[config.mk]
export PLATFORM = sky130hd
export DESIGN_NAME = integer_to_radix_ascii_flat
export DESIGN_NICKNAME = d
export VERILOG_FILES = /design/src/hw/rtl/ira_pkg.sv /design/src/hw/rtl/ira_if.sv /design/src/hw/rtl/integer_to_radix_ascii.sv /design/src/hw/rtl/ira_div.sv /design/src/flat_wrapper.sv
export SDC_FILE = /design/constraint.sdc
export NUM_CORES = 1
export LEC_CHECK = 0
export ABC_CLOCK_PERIOD_IN_PS = 3800
export BUFFER_PORTS_ARGS = -buffer_cell sky130_fd_sc_hd__buf_2
export CAP_MARGIN = 20
export CORE_MARGIN = 4
export CORE_UTILIZATION = 60
export DETAILED_ROUTE_END_ITERATION = 7
export PLACE_DENSITY = 0.76
export SETUP_SLACK_MARGIN = 0.05
export SYNTH_ARGS = -nofsm -noshare
export SYNTH_HDL_FRONTEND = slang
export SYNTH_SLANG_ARGS = --single-unit
export TNS_END_PERCENT = 30
[constraint.sdc]
create_clock -name clk -period 3.8 [get_ports clk]
set_input_delay 0.38 -clock clk [delete_from_list [all_inputs] [get_ports clk]]
set_output_delay 0.38 -clock clk [all_outputs]
set_load 0.01 [all_outputs]
[src/hw/rtl/ira_pkg.sv]
// Package for integer_to_radix_ascii.
// Holds the value width, radix limits, ASCII codes and the digit-to-character function.
// No dependencies.
`timescale 1ns / 1ps

package ira_pkg;

  localparam int VALUE_WIDTH = 32;
  localparam int IDX_W       = $clog2(VALUE_WIDTH);
  localparam int CNT_W       = $clog2(VALUE_WIDTH);
  localparam int RADIX_W     = 6;
  localparam int CHAR_W      = 7;

  localparam logic [RADIX_W-1:0] RADIX_RESET = 6'd10;
  localparam logic [RADIX_W-1:0] RADIX_MIN   = 6'd2;
  localparam logic [RADIX_W-1:0] RADIX_MAX   = 6'd36;
  localparam logic [RADIX_W-1:0] DEC_DIGITS  = 6'd10;

  localparam logic [CHAR_W-1:0] CHAR_ZERO    = 7'h30;
  localparam logic [CHAR_W-1:0] CHAR_LOWER_A = 7'h61;
  localparam logic [CHAR_W-1:0] CHAR_MINUS   = 7'h2d;

  typedef logic [RADIX_W-1:0] digit_t;

  typedef struct packed {
    logic start;
  } div_ctl_t;

  typedef struct packed {
    logic busy;
    logic done;
  } div_stat_t;

  function automatic logic [CHAR_W-1:0] digit_char(input digit_t d);
    logic [CHAR_W-1:0] c;
    if (d < DEC_DIGITS) begin
      c = CHAR_ZERO + CHAR_W'(d);
    end else begin
      c = CHAR_LOWER_A + CHAR_W'(d - DEC_DIGITS);
    end
    return c;
  endfunction

endpackage

[src/hw/rtl/ira_if.sv]
// Channel interfaces for integer_to_radix_ascii: input value, result character, radix write.
// Depends on ira_pkg.
`timescale 1ns / 1ps

interface ira_in_if;
  logic                                  valid;
  logic                                  ready;
  logic signed [ira_pkg::VALUE_WIDTH-1:0] value;

  modport source (output valid, output value, input ready);
  modport sink   (input valid, input value, output ready);
endinterface

interface ira_out_if;
  logic                         valid;
  logic                         ready;
  logic [ira_pkg::CHAR_W-1:0]   character;
  logic                         last_char;
  logic                         empty_res;

  modport source (output valid, output character, output last_char, output empty_res,
                  input ready);
  modport sink   (input valid, input character, input last_char, input empty_res,
                  output ready);
endinterface

interface ira_cfg_if;
  logic                        valid;
  logic                        ready;
  logic [ira_pkg::RADIX_W-1:0] radix;

  modport source (output valid, output radix, input ready);
  modport sink   (input valid, input radix, output ready);
endinterface

[src/hw/rtl/integer_to_radix_ascii.sv]
// Top level: converts a signed integer to ASCII text in a configured base (2..36).
// Depends on ira_pkg, ira_if.sv interfaces and ira_div.
//
// Usage:
//   in_ch  : one transaction per signed VALUE_WIDTH-bit value.
//   out_ch : one transaction per character, most significant first; '-' leads a
//            negative value, last_char marks the final one. With a radix outside
//            2..36 a single transaction with empty_res = 1, character 0 is given.
//   cfg_ch : writes the 6-bit radix (reset 10); always ready, write only while idle.
// Operation:
//   each digit comes from the bit-serial divider (one quotient bit per cycle,
//   VALUE_WIDTH bits), then each character passes through the digit store read
//   and the output register, after a leading '-' for a negative value; one value
//   is worked at a time.
// Reset (rst_n low, synchronous) empties the output register and returns to idle.
// A stalled receiver holds the output register; the next value is accepted as
// soon as the last character sits in the output register.
`timescale 1ns / 1ps

module integer_to_radix_ascii (
  input logic      clk,
  input logic      rst_n,
  ira_in_if.sink   in_ch,
  ira_out_if.source out_ch,
  ira_cfg_if.sink  cfg_ch
);

  localparam int W = ira_pkg::VALUE_WIDTH;
  localparam int D = ira_pkg::VALUE_WIDTH;

  typedef enum logic [5:0] {
    S_IDLE  = 6'b000001,
    S_DIV   = 6'b000010,
    S_SIGN  = 6'b000100,
    S_RD    = 6'b001000,
    S_OUT   = 6'b010000,
    S_EMPTY = 6'b100000
  } state_t;

  state_t                         state_r, state_nxt;
  ira_pkg::digit_t                radix_r;
  logic                           neg_r, neg_nxt;
  logic [ira_pkg::IDX_W-1:0]      cnt_r, cnt_nxt;
  logic [ira_pkg::IDX_W-1:0]      ptr_r, ptr_nxt;
  ira_pkg::digit_t                store [D];
  ira_pkg::digit_t                rd_data_r;

  logic                           out_valid_r;
  logic [ira_pkg::CHAR_W-1:0]     out_char_r;
  logic                           out_last_r;
  logic                           out_empty_r;

  logic                           load;
  logic [ira_pkg::CHAR_W-1:0]     load_char;
  logic                           load_last;
  logic                           load_empty;
  logic                           out_free;
  logic                           in_acc;
  logic                           radix_ok;
  logic [W-1:0]                   mag;
  logic                           st_wr;

  ira_pkg::div_ctl_t              div_ctl;
  ira_pkg::div_stat_t             div_stat;
  logic [W-1:0]                   div_dividend;
  logic [W-1:0]                   quotient;
  ira_pkg::digit_t                remainder;

  assign cfg_ch.ready = 1'b1;
  assign in_ch.ready  = (state_r == S_IDLE);
  assign in_acc       = in_ch.valid && in_ch.ready;
  assign out_free     = !out_valid_r || out_ch.ready;
  assign radix_ok     = (radix_r >= ira_pkg::RADIX_MIN) && (radix_r <= ira_pkg::RADIX_MAX);
  assign mag          = in_ch.value[W-1] ? ($unsigned(~in_ch.value) + W'(1))
                                         : $unsigned(in_ch.value);

  ira_div u_div (
    .clk       (clk),
    .rst_n     (rst_n),
    .ctl       (div_ctl),
    .dividend  (div_dividend),
    .divisor   (radix_r),
    .stat      (div_stat),
    .quotient  (quotient),
    .remainder (remainder)
  );

  always_comb begin
    state_nxt     = state_r;
    neg_nxt       = neg_r;
    cnt_nxt       = cnt_r;
    ptr_nxt       = ptr_r;
    div_ctl.start = 1'b0;
    div_dividend  = quotient;
    st_wr         = 1'b0;
    load          = 1'b0;
    load_char     = ira_pkg::digit_char(rd_data_r);
    load_last     = 1'b0;
    load_empty    = 1'b0;
    case (state_r)
      S_IDLE: begin
        if (in_acc) begin
          if (radix_ok) begin
            neg_nxt       = in_ch.value[W-1];
            cnt_nxt       = '0;
            div_ctl.start = 1'b1;
            div_dividend  = mag;
            state_nxt     = S_DIV;
          end else begin
            state_nxt = S_EMPTY;
          end
        end
      end
      S_DIV: begin
        if (div_stat.done) begin
          st_wr = 1'b1;
          if ((quotient != '0) && (cnt_r != ira_pkg::IDX_W'(D - 1))) begin
            cnt_nxt       = cnt_r + 1'b1;
            div_ctl.start = 1'b1;
          end else begin
            ptr_nxt   = cnt_r;
            state_nxt = neg_r ? S_SIGN : S_RD;
          end
        end
      end
      S_SIGN: begin
        if (out_free) begin
          load      = 1'b1;
          load_char = ira_pkg::CHAR_MINUS;
          state_nxt = S_RD;
        end
      end
      S_RD: begin
        state_nxt = S_OUT;
      end
      S_OUT: begin
        if (out_free) begin
          load      = 1'b1;
          load_last = (ptr_r == '0);
          if (ptr_r == '0) begin
            state_nxt = S_IDLE;
          end else begin
            ptr_nxt   = ptr_r - 1'b1;
            state_nxt = S_RD;
          end
        end
      end
      S_EMPTY: begin
        if (out_free) begin
          load       = 1'b1;
          load_char  = '0;
          load_last  = 1'b1;
          load_empty = 1'b1;
          state_nxt  = S_IDLE;
        end
      end
      default: begin
        state_nxt = S_IDLE;
      end
    endcase
  end

  always_ff @(posedge clk) begin
    if (!rst_n) begin
      state_r     <= S_IDLE;
      radix_r     <= ira_pkg::RADIX_RESET;
      neg_r       <= 1'b0;
      cnt_r       <= '0;
      ptr_r       <= '0;
      out_valid_r <= 1'b0;
    end else begin
      state_r <= state_nxt;
      neg_r   <= neg_nxt;
      cnt_r   <= cnt_nxt;
      ptr_r   <= ptr_nxt;
      if (cfg_ch.valid && cfg_ch.ready) begin
        radix_r <= cfg_ch.radix;
      end
      if (load) begin
        out_valid_r <= 1'b1;
      end else if (out_ch.ready) begin
        out_valid_r <= 1'b0;
      end
    end
  end

  always_ff @(posedge clk) begin
    if (load) begin
      out_char_r  <= load_char;
      out_last_r  <= load_last;
      out_empty_r <= load_empty;
    end
  end

  // digit store, least significant digit first
  always_ff @(posedge clk) begin
    if (st_wr) begin
      store[cnt_r] <= remainder;
    end
    rd_data_r <= store[ptr_r];
  end

  assign out_ch.valid     = out_valid_r;
  assign out_ch.character = out_char_r;
  assign out_ch.last_char = out_last_r;
  assign out_ch.empty_res = out_empty_r;

  a_empty_form: assert property (@(posedge clk) disable iff (!rst_n)
    out_valid_r && out_empty_r |-> out_last_r && (out_char_r == '0))
    else $error("empty result malformed");

  a_accept_leaves_idle: assert property (@(posedge clk) disable iff (!rst_n)
    in_acc |=> state_r != S_IDLE)
    else $error("accepted value did not start work");

  a_digit_range: assert property (@(posedge clk) disable iff (!rst_n)
    (state_r == S_OUT) |-> rd_data_r < radix_r)
    else $error("stored digit not below radix");

endmodule

[src/hw/rtl/ira_div.sv]
// Bit-serial restoring divider: one quotient bit per cycle by a 6-bit radix.
// Depends on ira_pkg.
`timescale 1ns / 1ps

module ira_div (
  input  logic                               clk,
  input  logic                               rst_n,
  input  ira_pkg::div_ctl_t                  ctl,
  input  logic [ira_pkg::VALUE_WIDTH-1:0]    dividend,
  input  ira_pkg::digit_t                    divisor,
  output ira_pkg::div_stat_t                 stat,
  output logic [ira_pkg::VALUE_WIDTH-1:0]    quotient,
  output ira_pkg::digit_t                    remainder
);

  localparam int W = ira_pkg::VALUE_WIDTH;

  logic [W-1:0]                  quo_r;
  ira_pkg::digit_t               rem_r;
  logic [ira_pkg::CNT_W-1:0]     cnt_r;
  logic                          busy_r;
  logic                          done_r;

  logic [ira_pkg::RADIX_W:0]     rem_sh;
  logic                          ge;
  ira_pkg::digit_t               rem_nxt;

  assign rem_sh  = {rem_r, quo_r[W-1]};
  assign ge      = rem_sh >= {1'b0, divisor};
  assign rem_nxt = ge ? ira_pkg::RADIX_W'(rem_sh - {1'b0, divisor})
                      : rem_sh[ira_pkg::RADIX_W-1:0];

  always_ff @(posedge clk) begin
    if (!rst_n) begin
      busy_r <= 1'b0;
      done_r <= 1'b0;
      cnt_r  <= '0;
    end else begin
      done_r <= busy_r && (cnt_r == ira_pkg::CNT_W'(W - 1));
      if (ctl.start) begin
        busy_r <= 1'b1;
        cnt_r  <= '0;
      end else if (busy_r) begin
        cnt_r <= cnt_r + 1'b1;
        if (cnt_r == ira_pkg::CNT_W'(W - 1)) begin
          busy_r <= 1'b0;
        end
      end
    end
  end

  always_ff @(posedge clk) begin
    if (ctl.start) begin
      quo_r <= dividend;
      rem_r <= '0;
    end else if (busy_r) begin
      quo_r <= {quo_r[W-2:0], ge};
      rem_r <= rem_nxt;
    end
  end

  assign stat.busy = busy_r;
  assign stat.done = done_r;
  assign quotient  = quo_r;
  assign remainder = rem_r;

  a_done_not_busy: assert property (@(posedge clk) disable iff (!rst_n)
    done_r |-> !busy_r)
    else $error("divider done while busy");

  a_start_busy: assert property (@(posedge clk) disable iff (!rst_n)
    ctl.start |=> busy_r && !done_r)
    else $error("divider did not start");

  a_rem_range: assert property (@(posedge clk) disable iff (!rst_n)
    done_r && (divisor >= ira_pkg::RADIX_MIN) |-> rem_r < divisor)
    else $error("remainder not below divisor");

endmodule

[src/flat_wrapper.sv]
// flat-port wrapper written by rule: the top's interface ports become plain ports
module integer_to_radix_ascii_flat 
  (clk, rst_n, in_ch_valid, in_ch_value, in_ch_ready, out_ch_valid, out_ch_character, out_ch_last_char, out_ch_empty_res, out_ch_ready, cfg_ch_valid, cfg_ch_radix, cfg_ch_ready);
  ira_in_if in_ch_i ();
  ira_out_if out_ch_i ();
  ira_cfg_if cfg_ch_i ();
  input logic clk;
  input logic rst_n;
  input wire logic [$bits(in_ch_i.valid)-1:0] in_ch_valid;
  input wire logic [$bits(in_ch_i.value)-1:0] in_ch_value;
  output wire logic [$bits(in_ch_i.ready)-1:0] in_ch_ready;
  output wire logic [$bits(out_ch_i.valid)-1:0] out_ch_valid;
  output wire logic [$bits(out_ch_i.character)-1:0] out_ch_character;
  output wire logic [$bits(out_ch_i.last_char)-1:0] out_ch_last_char;
  output wire logic [$bits(out_ch_i.empty_res)-1:0] out_ch_empty_res;
  input wire logic [$bits(out_ch_i.ready)-1:0] out_ch_ready;
  input wire logic [$bits(cfg_ch_i.valid)-1:0] cfg_ch_valid;
  input wire logic [$bits(cfg_ch_i.radix)-1:0] cfg_ch_radix;
  output wire logic [$bits(cfg_ch_i.ready)-1:0] cfg_ch_ready;
  assign in_ch_i.valid = in_ch_valid;
  assign in_ch_i.value = in_ch_value;
  assign in_ch_ready = in_ch_i.ready;
  assign out_ch_valid = out_ch_i.valid;
  assign out_ch_character = out_ch_i.character;
  assign out_ch_last_char = out_ch_i.last_char;
  assign out_ch_empty_res = out_ch_i.empty_res;
  assign out_ch_i.ready = out_ch_ready;
  assign cfg_ch_i.valid = cfg_ch_valid;
  assign cfg_ch_i.radix = cfg_ch_radix;
  assign cfg_ch_ready = cfg_ch_i.ready;
  integer_to_radix_ascii u_core (.clk(clk), .rst_n(rst_n), .in_ch(in_ch_i), .out_ch(out_ch_i), .cfg_ch(cfg_ch_i));
endmodule
; ---- Yosys cells after proc, flatten, opt, wreduce, memory -nomap -nowiden
; Memory sizes are Yosys's and may differ from the RTL's. A register that Yosys moved wholly into a read port is not among the register bits.
; Index checks and enable logic that the tools add are counted.
[classes]
n_addsub = 8
mul = 0
div_mod_pow = 0
order_cmp = 4
n_eq_ne = 20
shift = 0
muxes = 49
bitwise = 2
reduce_logical = 19
[op_table]
columns = cell, count
row1 = $mux W32, 6
row2 = $mux W6, 8
row3 = $mux W5, 8
row4 = $pmux W6 S6, 1
row5 = $add A32 B1 Y32 const B, 1
row6 = $not A32 Y32, 1
row7 = $reduce_bool A32 Y1, 1
row8 = $mux W7, 3
row9 = $pmux W5 S2, 2
row10 = $mux W1, 16
row11 = $ne A2 B1 Y1 const B, 7
row12 = $pmux W7 S2, 1
row13 = $add A5 B1 Y5 const B, 2
row14 = $ne A2 B2 Y1 const B, 5
row15 = $reduce_and A5 Y1, 2
row16 = $mux W4, 2
row17 = $reduce_bool A2 Y1, 4
row18 = $add A6 B6 Y7 const A, 1
row19 = $add A7 B7 Y7 const A, 1
row20 = $ge A7 B6 Y1, 1
row21 = $sub A6 B4 Y7 const B, 1
row22 = $eq A6 B1 Y1 const B, 1
row23 = $eq A6 B2 Y1 const B, 1
row24 = $eq A6 B3 Y1 const B, 1
row25 = other kinds (21), 25
[word_totals]
ff_bits = 78
latchBits = 0
mem_bits_rw = 192
romBits = 0
inputBits = 43
output_inout_bits = 12
wordCells = 117
mem_count = 1
[memory_table]
columns = memory, words, width, read_ports, rd_ports_with_merged_regs, wr, line
row1 = u_core.store, 32, 6, 1, 1, 1, integer_to_radix_ascii.sv:45  ; ira_pkg::digit_t store [D];

; ---- Logic depth before layout (Yosys ltp)
; Gate-level depths: netlist of run 1.
[logic_depth]
ltp_word = 7
ltp_mapped = 9
depth_no_buf = 8

; ---- Modules after synthesis
; Synthesis of run 1 repeated with hierarchy kept, for this count alone.
[hier_totals]
cells_unflattened = 907
hier_area_um2 = 12891.1
[modules_own_cells]
columns = mod, instances, cells_each, area_per_inst_um2, seq_area_each_um2
row1 = integer_to_radix_ascii, 1, 734, 10665.2, 6636.4
row2 = ira_div, 1, 173, 2225.9, 1221.2

; ---- Least setup slack after synthesis of run 1
; Ideal clock, no wire load.
[synth_timing]
path_type = reg-to-reg
startpoint = register u_core.state_r[2]
endpoint = register u_core.u_div.quo_r[0] (netlist: u_core.u_div.quotient[0]), enable pin
setup_time_ns = 0.478
t_arrival_ns = 2.276
required_ns = 3.322
path_slack_ns = 1.046
path_stages_with_launch = 8
path_buffers = 2
synth_period_minus_slack_ns = 2.754
path_cell_list = dfxtp_1 -> buf_2 -> or4b_4 -> nor2_4 -> o2111ai_2 -> clkbuf_1 -> nand2_1 -> nand2_1
[synth_via]
elab_chain_cells = 6
elab_cells_between_ends = 10
cone_classes = eq/ne (5) / mux (2) / reduce/logical (3)
[synth_rtl]
columns = element, line
row1 = "start, declared", integer_to_radix_ascii.sv:40  ; state_t state_r, state_nxt;
row2 = "start signal, assigned", integer_to_radix_ascii.sv:172  ; state_r <= state_nxt;
row3 = $eq A6 B1 Y1, "integer_to_radix_ascii.sv:70, integer_to_radix_ascii.sv:100"
row4 = $logic_and A1 B1 Y1, integer_to_radix_ascii.sv:71  ; assign in_acc = in_ch.valid && in_ch.ready;
row5 = $mux W1, integer_to_radix_ascii.sv:102  ; if (in_acc) begin
row6 = $pmux W1 S2, integer_to_radix_ascii.sv:100  ; case (state_r)
row7 = $ne A2 B1 Y1 (no source line) / $reduce_bool A2 Y1 (equally long branches), n/a
row8 = $reduce_and A4 Y1 (no source line) (*), n/a
row9 = "end signal, assigned", ira_div.sv:54  ; quo_r <= dividend;
row10 = "end signal, assigned", ira_div.sv:57  ; quo_r <= {quo_r[W-2:0], ge};
row11 = "end, declared", ira_div.sv:18  ; logic [W-1:0] quo_r;
; Mark *: on every way between the ends. The rest lies on a longest branch, timed or not.
; A chain may end at the register's enable or synchronous reset.

; ---- Worst setup path after layout of run 1
[layout_timing]
startpoint = register u_core.state_r[2]
endpoint = memory u_core.store[3][1] (netlist name), enable pin
[layout_via]
elab_chain_cells = 4
[layout_rtl]
columns = element, line
row1 = $eq A6 B2 Y1, integer_to_radix_ascii.sv:100
row2 = $mux W1, integer_to_radix_ascii.sv:100
row3 = $mux W1, integer_to_radix_ascii.sv:197  ; if (st_wr) begin
row4 = $mux W1 (implied by the code), integer_to_radix_ascii.sv:198  ; store[cnt_r] <= remainder;
row5 = "end, declared", integer_to_radix_ascii.sv:45
; Every way passes these cells.

==> results of run 1 <==
[report_power, final]
group,switching [mW],internal [mW],total [mW]
Combinational,0.751,0.314,1.06
Clock,1.11,1.54,2.65
Sequential,0.0907,3.72,3.81
[worst paths after layout]
check | cells after the start | from | end | slack, ns
setup / recovery | 4 | u_core.state_r[2]$_SDFFE_PN0P_ | u_core.store[3][1]$_DFFE_PP_ | 1.02
hold / removal | 3 | cfg_ch_radix[1] | u_core.radix_r[1]$_SDFFE_PN1P_ | 0.07
setup reg to reg | 4 | u_core.state_r[2]$_SDFFE_PN0P_ | u_core.store[3][1]$_DFFE_PP_ | 1.02
hold reg to reg | 2 | u_core.cnt_r[0]$_SDFFE_PN0P_ | u_core.cnt_r[0]$_SDFFE_PN0P_ | 0.54
[tightest hold or removal path, delay by kind of cell]
kind	cells	cell delay, ns
and+or+nand+nor	1	0.04
buffers and inverters	1	0.08
AOI/OAI and AO/OA	1	0.07
[cells in the mapped netlist, types with 8 or more instances]
library cell / instances / area share (%)
mux4_2: 60 / 11
o31ai_1: 15 / 0.90
xor2_1: 25 / 1.7
clkbuf_1: 25 / 0.75
nand3_1: 46 / 1.8
nor3_1: 13 / 0.52
nand2b_1: 9 / 0.45
o41ai_1: 10 / 0.70
nor2_1: 60 / 1.8
buf_1: 8 / 0.24
buf_2: 8 / 0.32
edfxtp_1: 233 / 56
inv_1: 25 / 0.75
or3_1: 8 / 0.40
xnor2_1: 14 / 0.98
ha_1: 20 / 2.0
mux2i_1: 10 / 0.80
o21a_1: 8 / 0.48
o21ai_0: 43 / 1.7
dfxtp_1: 43 / 6.9
o211ai_1: 8 / 0.48
nor4_1: 13 / 0.65
a21oi_1: 20 / 0.80
mux2_2: 13 / 1.2
nand2_1: 29 / 0.87
[area by class of cell]
class,instances,area [sq um],share of cell area (%)
clock buffer,30,666,4.78
multi-input combinational,510,4370,31.4
clock inverter,18,214,1.54
tap,270,338,2.43
sequential,276,7860,56.5
timing repair buffer,65,368,2.64
inverter,27,101,0.728
[layer usage]
metal  wire length [microns]  vias to the layer above
met5                       0                        -
met4                     622                        0
met3                    2320                       47
met2                   14000                      384
met1                   11900                     3975
li1                        -                     3477
[sequential cells by signal, summed over array words and instances, names as in the netlist]
| name | flops |
|---|---|
| u_core.out_ch.character | 7 |
| u_core.state_r | 6 |
| u_core.u_div.quotient | 32 |
| u_core.out_ch.valid | 1 |
| u_core.ptr_r | 5 |
| u_core.radix_r | 6 |
| u_core.neg_r | 1 |
| u_core.u_div.cnt_r | 5 |
| u_core.u_div.remainder | 6 |
| u_core.u_div.busy_r | 1 |
| u_core.out_ch.empty_res | 1 |
| u_core.store | 192 |
| u_core.cnt_r | 5 |
| u_core.rd_data_r | 6 |
| u_core.out_ch.last_char | 1 |
| u_core.u_div.done_r | 1 |
[stage by stage]
stage                     std cells  util (%)  hold WS (ns)  setup WS [ns]
after global routing           1196      68.4        0.0769          0.799
after floorplan                 857         -         0.460           1.05
after detailed placement       1148      64.0         0.516           1.02
after CTS                      1196      68.4        0.0512           1.04
final                          1196      68.4        0.0676           1.02
after global placement         1148      64.0         0.477           1.13
[kinds of logic (layout without fill, tap and decap cells)]
| logic type | Yosys count | after routing | share of synthesized area [%] |
|---|---|---|---|
| compound gates | 137 | 137 | 7.46 |
| other cells | 1 | 1 | 0.0299 |
| buf+inv | 71 | 140 | 2.33 |
| mux | 83 | 83 | 12.8 |
| flops | 276 | 276 | 62.7 |
| fa+ha+maj | 21 | 21 | 2.16 |
| xor+xnor | 39 | 39 | 2.73 |
| simple gates | 229 | 229 | 9.78 |
==> out/metrics.cfg, run 1 <==
[logic_synthesis]
synth-seq-area-share_pct=62.7
avgSynthCellArea_sq_um=14.6
synth_edf_count=233
ys.flop_type=edfxtp_1
synth_cell_type_count=71
netlist_instances=857
synth.net_count=921
ys_ff_latch=276
yosys_warnings=0
netlist_area_sq_mm=0.0125
async_reset_ff_share_pct=0

[run_status]
outcome=finished clean

[timing]
fin_crit_sh_pct=73.1
worstMarginPinSlew_ns=0.945
tns_ns=0
finalClockSkew_ns=0.0161
rsz0062_at_grt=no
final_hold_viol_count=0
fmax_mhz=360
drv_slew=0
finalSetupViolations=0
fin_crit_ns=2.78
slew_headroom_pct=36.9

[power]
power_mw=7.53
ir_drop_uv=293
p_per_area_mw_per_mm2=541
power.leakage_nw=4.60

[cells_and_area]
design_area_sq_mm=0.0139
final_common_cell=edfxtp_1
area_growth_syn_to_layout_pct=11.2
num_antenna_cells=0
fillCellCount=1363
drive_above_1_share_pct=22.6
nets=970
layout_common_cells=233 x edfxtp_1, 60 x nor2_1, 60 x mux4_2, 53 x buf_2, 46 x nand3_1

[grt]
grt_util_met3_pct=4.12
grt_pass1_vias=7791
grtUsageTotal_pct=24.5
overflow=0
grtUsageMet1_pct=35.2
grt_pass1_wl_mm=44.9
antenna_found_initial=0
top_usage_layer=met2
grt_max_degree=37
grt_util_met2_pct=40.0

[setup_path]
critical-path-top-delay-family=simple AND/OR/NAND/NOR gates
critPathBufInv=0
startpoint_type=register
cp.arrival_ns=2.95
crit_path_max_incr_delay_ns=0.62
crit_type=reg2reg
cp_max_fo=10
critPathRequiredTime_ns=3.97
cp-end-kind=register
critPathSlowestCell=nor2_1
worstPathCellList=or4b_4 -> nor2_4 -> nand3_1 -> nor2_1

[drt]
wire_per_inst_microns=24.1
drt_wl_total_mm=28.8
drc_errors=0
drtIter0Drc=806
vias_per_cell=6.59
drtPass1Iterations=4
dr_total_vias=7883
ant_nets=0

[hold_path]
hold_class=in2reg

[cts]
ctsResizeCount=0
clock_sinks=276
postCtsSetupRepairBufs=0
cts_max_level=1
clock_latency_ns=0.54
cts_buffer_depth=3
cts_tree=done
cts-root-buf=clkbuf_16
ctsHoldBuffers=0
path_clk_slew_ns=0.07
cts_inserted_buffers=26

[placement]
dp_hpwl_mm=18.6
gp_congestion=0.904
portBuffers=53
place_area_sq_mm=0.0130

[flow_run]
cap_violations=0

[die]
initial_core_util_pct=61.5
pin_count=55
rows=52
die_h_microns=152
core_sq_mm=0.0204
die-area_sq_mm=0.0232
dieWidth_microns=152

(Power assumes the default switching activity.)
==> run 2: changes to the inputs <==
ABC_CLOCK_PERIOD_IN_PS = 2500   (was 3800)
CORE_UTILIZATION = 56   (was 60)
PLACE_DENSITY = 0.74   (was 0.76)
clock period = 2.5 ns   (was 3.8 ns; I/O delays follow)
==> out/metrics.cfg, run 2 (same netlist as run 1, synthesis figures left out) <==
[run_status]
outcome=finished clean

[power]
p_per_area_mw_per_mm2=799
power.leakage_nw=4.99
power_switching_mw=2.93
p_comb_share_pct=13.7
p_clk_share_pct=36.6
p_seq_share_pct=49.7
internal-power_mw=8.73
ir_drop_uv=398
power_switching_share_pct=25.1

[grt]
grt_pass1_vias=7573
grtUsageTotal_pct=22.3
grt_pass1_wl_mm=43.0
overflow=0
antenna_found_initial=1
grt_max_degree=36

[die]
pin_count=55
die_h_microns=158
dieWidth_microns=158
die-area_sq_mm=0.0248
rows=54
core_sq_mm=0.0219
initial_core_util_pct=57.2

[flow_run]
cap_violations=0

[setup_path]
crit_type=reg2reg
cp-end-kind=register
critPathRequiredTime_ns=2.79
regToRegStartpoint=u_core.state_r[1]$_SDFFE_PN0P_
cp.arrival_ns=2.59
cp_max_fo=10
startpoint=u_core.state_r[1]$_SDFFE_PN0P_
startpoint_type=register
reg2reg_depth=5

[placement]
gp_congestion=0.807
portBuffers=53
dp_hpwl_mm=18.0

[timing]
fmax_mhz=434
final_hold_viol_count=0
fin_crit_ns=2.31
finalSetupViolations=0
tns_ns=0
rsz0062_at_grt=yes
finalClockSkew_ns=0.00734
fin_crit_sh_pct=92.3
worstMarginPinSlew_ns=0.710
slew_headroom_pct=52.3
drv_slew=0

[cells_and_area]
drive_above_1_share_pct=27.5
nets=1035
utilization_pct=66.6
num_antenna_cells=0
final_common_cell=edfxtp_1
area_growth_syn_to_layout_pct=16.4
top_register=u_core.store
largest_reg_flops=192
layout_common_cells=233 x edfxtp_1, 64 x buf_4, 60 x nor2_1, 60 x mux4_2, 53 x buf_2

[drt]
vias_per_cell=6.08
dr_total_vias=7739
drt_wl_total_mm=27.3
drc_errors=0
drtPass1Iterations=7
wire_per_inst_microns=21.4
ant_nets=0
drtIter0Drc=644

[cts]
cts-root-buf=clkbuf_16
cts_tree=done
path_clk_slew_ns=0.07
clock_sinks=276
cts_buffer_depth=3
clock_latency_ns=0.54
cts_inserted_buffers=27
cts_max_level=1

[hold_path]
worstHoldStart=in_ch_valid
hold_class=in2reg
whs_path_depth=2

run 2: path summary, 6_finish.rpt:
kind	to	slack, ns
max	u_core.u_div.quotient[9]$_DFFE_PP_	0.19
max reg2reg	u_core.u_div.quotient[9]$_DFFE_PP_	0.19
min reg2reg	u_core.state_r[2]$_SDFFE_PN0P_	0.50
min	u_core.state_r[0]$_SDFFE_PN1P_	0.04
run 2: final cells by class:
class                      count  area [sq um]
clock buffer                  35           756
clock inverter                15           194
fill                        1486          7320
inverter                      27           101
multi-input combinational    510          4380
sequential                   276          7860
tap                          280           350
timing repair buffer         129           926
run 2: power by group through the flow:
| stage | clock, mW | combinational [mW] | sequential, mW |
|---|---|---|---|
| 2_1_floorplan | 0 | 0.781 | 6.05 |
| 4_1_cts | 4.33 | 1.60 | 5.79 |
| 3_5_place_dp | 0 | 1.58 | 5.88 |
| 5_1_grt | 4.54 | 1.77 | 5.81 |
| 6_report | 4.26 | 1.60 | 5.79 |
| 3_3_place_gp | 0 | 1.54 | 5.87 |
run 2: timing repair:
| action | 4_1_cts | 5_1_grt |
|---|---|---|
| endpoints found under the hold margin | 6 | 0 |
| resized for setup | 0 | 2 |
| buffers inserted | 0 | 0 |
| endpoints found under the setup margin | 0 | 13 |
| hold buffers | 6 | 0 |
run 2: per-stage QoR:
step | cell area (sq um) | hold WS (ns) | total power [mW] | setup slack (ns) | std cells
2_1_floorplan | 12500 | 0.380 | 6.83 | 0.0540 | 857
3_3_place_gp | 13600 | 0.467 | 7.41 | 0.181 | 1216
3_5_place_dp | 13600 | 0.468 | 7.46 | 0.116 | 1216
4_1_cts | 14600 | 0.0213 | 11.7 | 0.116 | 1272
5_1_grt | 14600 | 0.0448 | 12.1 | 0.0344 | 1272
6_report | 14600 | 0.0402 | 11.7 | 0.193 | 1272
run 2: metal layers:
layer	GRT usage, %	wire length [microns]	part of all wire (%)	up-vias
met4	7.13	735	2.7	2
met3	3.82	1810	6.6	48
met2	34.7	12900	47	272
li1	-	-	-	3611
met1	32.7	11800	43	3806
met5	0	13	0.048	-
run 2: critical path: stages, from the launching register on:
cell	delay, ns
dfxtp_1	0.43
or4b_4	0.54
nor2_4	0.26
o2111ai_2	0.21
nand2_2	0.25
mux2_2	0.37
==> run 3: changes to the inputs <==
CTS_CLUSTER_SIZE = 8   (was default)
REMOVE_ABC_BUFFERS = 1   (was default)
==> out/metrics.cfg, run 3 (same netlist as run 1, synthesis figures left out) <==
[flow_run]
cap_violations=0

[placement]
pre_cts_slack_ns=0.162
gp_congestion=0.874
dp_hpwl_mm=18.0
place_area_sq_mm=0.0136
portBuffers=53

[timing]
final_hold_viol_count=0
fmax_mhz=426
fin_crit_ns=2.35
fin_hold_ws_ns=0.0180
rsz0062_at_grt=yes
slew_headroom_pct=57.5
finalClockSkew_ns=0.0181
finalSetupViolations=0
drv_slew=0
fin_crit_sh_pct=93.8
finalWorstSetupSlack_ns=0.155
worstMarginPinSlew_ns=0.631
tns_ns=0

[drt]
vias_per_cell=6.15
drtIter0Drc=660
drtPass1Iterations=5
ant_nets=0
wire_per_inst_microns=21.8
drc_errors=0
dr_total_vias=7917
drt_wl_total_mm=28.1

[cts]
cts_tree=done
cts-root-buf=clkbuf_16
clock_sinks=276
path_clk_slew_ns=0.05
cts_max_level=2
cts_buffer_depth=3
clock_latency_ns=0.51
cts_inserted_buffers=40
ctsResizeCount=0

[power]
power_switching_share_pct=24.7
internal-power_mw=9.28
p_seq_share_pct=47.1
p_per_area_mw_per_mm2=835
power_switching_mw=3.04
ir_drop_uv=485
p_comb_share_pct=12.8
p_clk_share_pct=40.1
power.leakage_nw=5.09

[grt]
grtUsageTotal_pct=23.3
grt_max_degree=39
grt_pass1_wl_mm=44.5
antenna_found_initial=0
grt_pass1_vias=8026
overflow=0

[hold_path]
hold_class=in2reg

[die]
die-area_sq_mm=0.0248
core_sq_mm=0.0219
dieWidth_microns=158
rows=54
initial_core_util_pct=57.2
pin_count=55
die_h_microns=158

[cells_and_area]
regArea_sq_mm=0.00786
design_area_sq_mm=0.0147
drive_above_1_share_pct=27.2
nets=1050
final_common_cell=edfxtp_1
area_growth_syn_to_layout_pct=17.8
layout_common_cells=233 x edfxtp_1, 70 x buf_4, 60 x nor2_1, 60 x mux4_2, 53 x buf_2
top_register=u_core.store
fillCellCount=1519
num_antenna_cells=0
utilization_pct=67.4
largest_reg_flops=192
multi_input_area_sq_mm=0.00437

[setup_path]
critPathRequiredTime_ns=2.75
crit_type=reg2reg
cp.arrival_ns=2.60
startpoint_type=register
cp_max_fo=10
cp-end-kind=register

[run_status]
outcome=finished clean

[run 3: cell count changes in the layout (fill, tap and decap cells not counted), moves of 5 or more]
| cell | before | now |
|---|---|---|
| buf_4 | 64 | 70 |
| clkbuf_1 | 3 | 20 |
| clkbuf_16 | 27 | 41 |
| clkbuf_8 | 5 | 0 |
[run 3: layout make-up]
| class | instances | share of cell area [%] |
|---|---|---|
| Sequential cell | 276 | 53.3 |
| Multi-Input combinational cell | 510 | 29.7 |
| Clock buffer | 61 | 7.47 |
| Timing Repair Buffer | 131 | 6.18 |
| Tap cell | 280 | 2.38 |
| Inverter | 27 | 0.687 |
| Clock inverter | 3 | 0.322 |
[run 3: power by group through the flow]
stage	sequential, mW	clock [mW]	combinational (mW)
finish	5.80	4.94	1.58
global route	5.82	5.23	1.74
CTS	5.80	4.99	1.58
detailed placement	5.88	0	1.57
global placement	5.87	0	1.51
floorplan	6.06	0	0.739
[run 3: timing repair]
| item | in CTS | in global routing |
|---|---|---|
| hold buffers | 4 | 0 |
| setup endpoints to repair | 0 | 2 |
| setup buffers | 0 | 1 |
| endpoints found under the hold margin | 4 | 0 |
[run 3: worst paths after layout]
path	start	to	slack, ns	cells after the start
hold / removal	cfg_ch_radix[2]	u_core.radix_r[2]$_SDFFE_PN0P_	0.02	3
setup / recovery	u_core.state_r[3]$_SDFFE_PN0P_	u_core.u_div.quotient[17]$_DFFE_PP_	0.15	5
hold reg to reg	u_core.state_r[2]$_SDFFE_PN0P_	u_core.state_r[2]$_SDFFE_PN0P_	0.49	2
setup reg to reg	u_core.state_r[3]$_SDFFE_PN0P_	u_core.u_div.quotient[17]$_DFFE_PP_	0.15	5
[run 3: per-layer routing]
metal / up-vias / GRT usage, % / share of wire [%]
li1: 3632 / - / -
met4: 0 / 7.99 / 2.9
met3: 53 / 4.21 / 5.4
met1: 3954 / 31.7 / 41
met2: 278 / 38.3 / 50
met5: - / 0 / 0
[run 3: through the flow]
stage / cells / power [mW]
2_1_floorplan: 813 / 6.80
3_3_place_gp: 1219 / 7.38
3_5_place_dp: 1219 / 7.45
4_1_cts: 1287 / 12.4
5_1_grt: 1288 / 12.8
6_report: 1288 / 12.3
[run 3: worst max-delay path, cell delays in order (launching register included)]
cell       delay (ns)
dfxtp_1          0.37
or4b_4           0.58
nor2_4           0.24
o2111ai_2        0.18
nand2_1          0.33
mux2_2           0.38
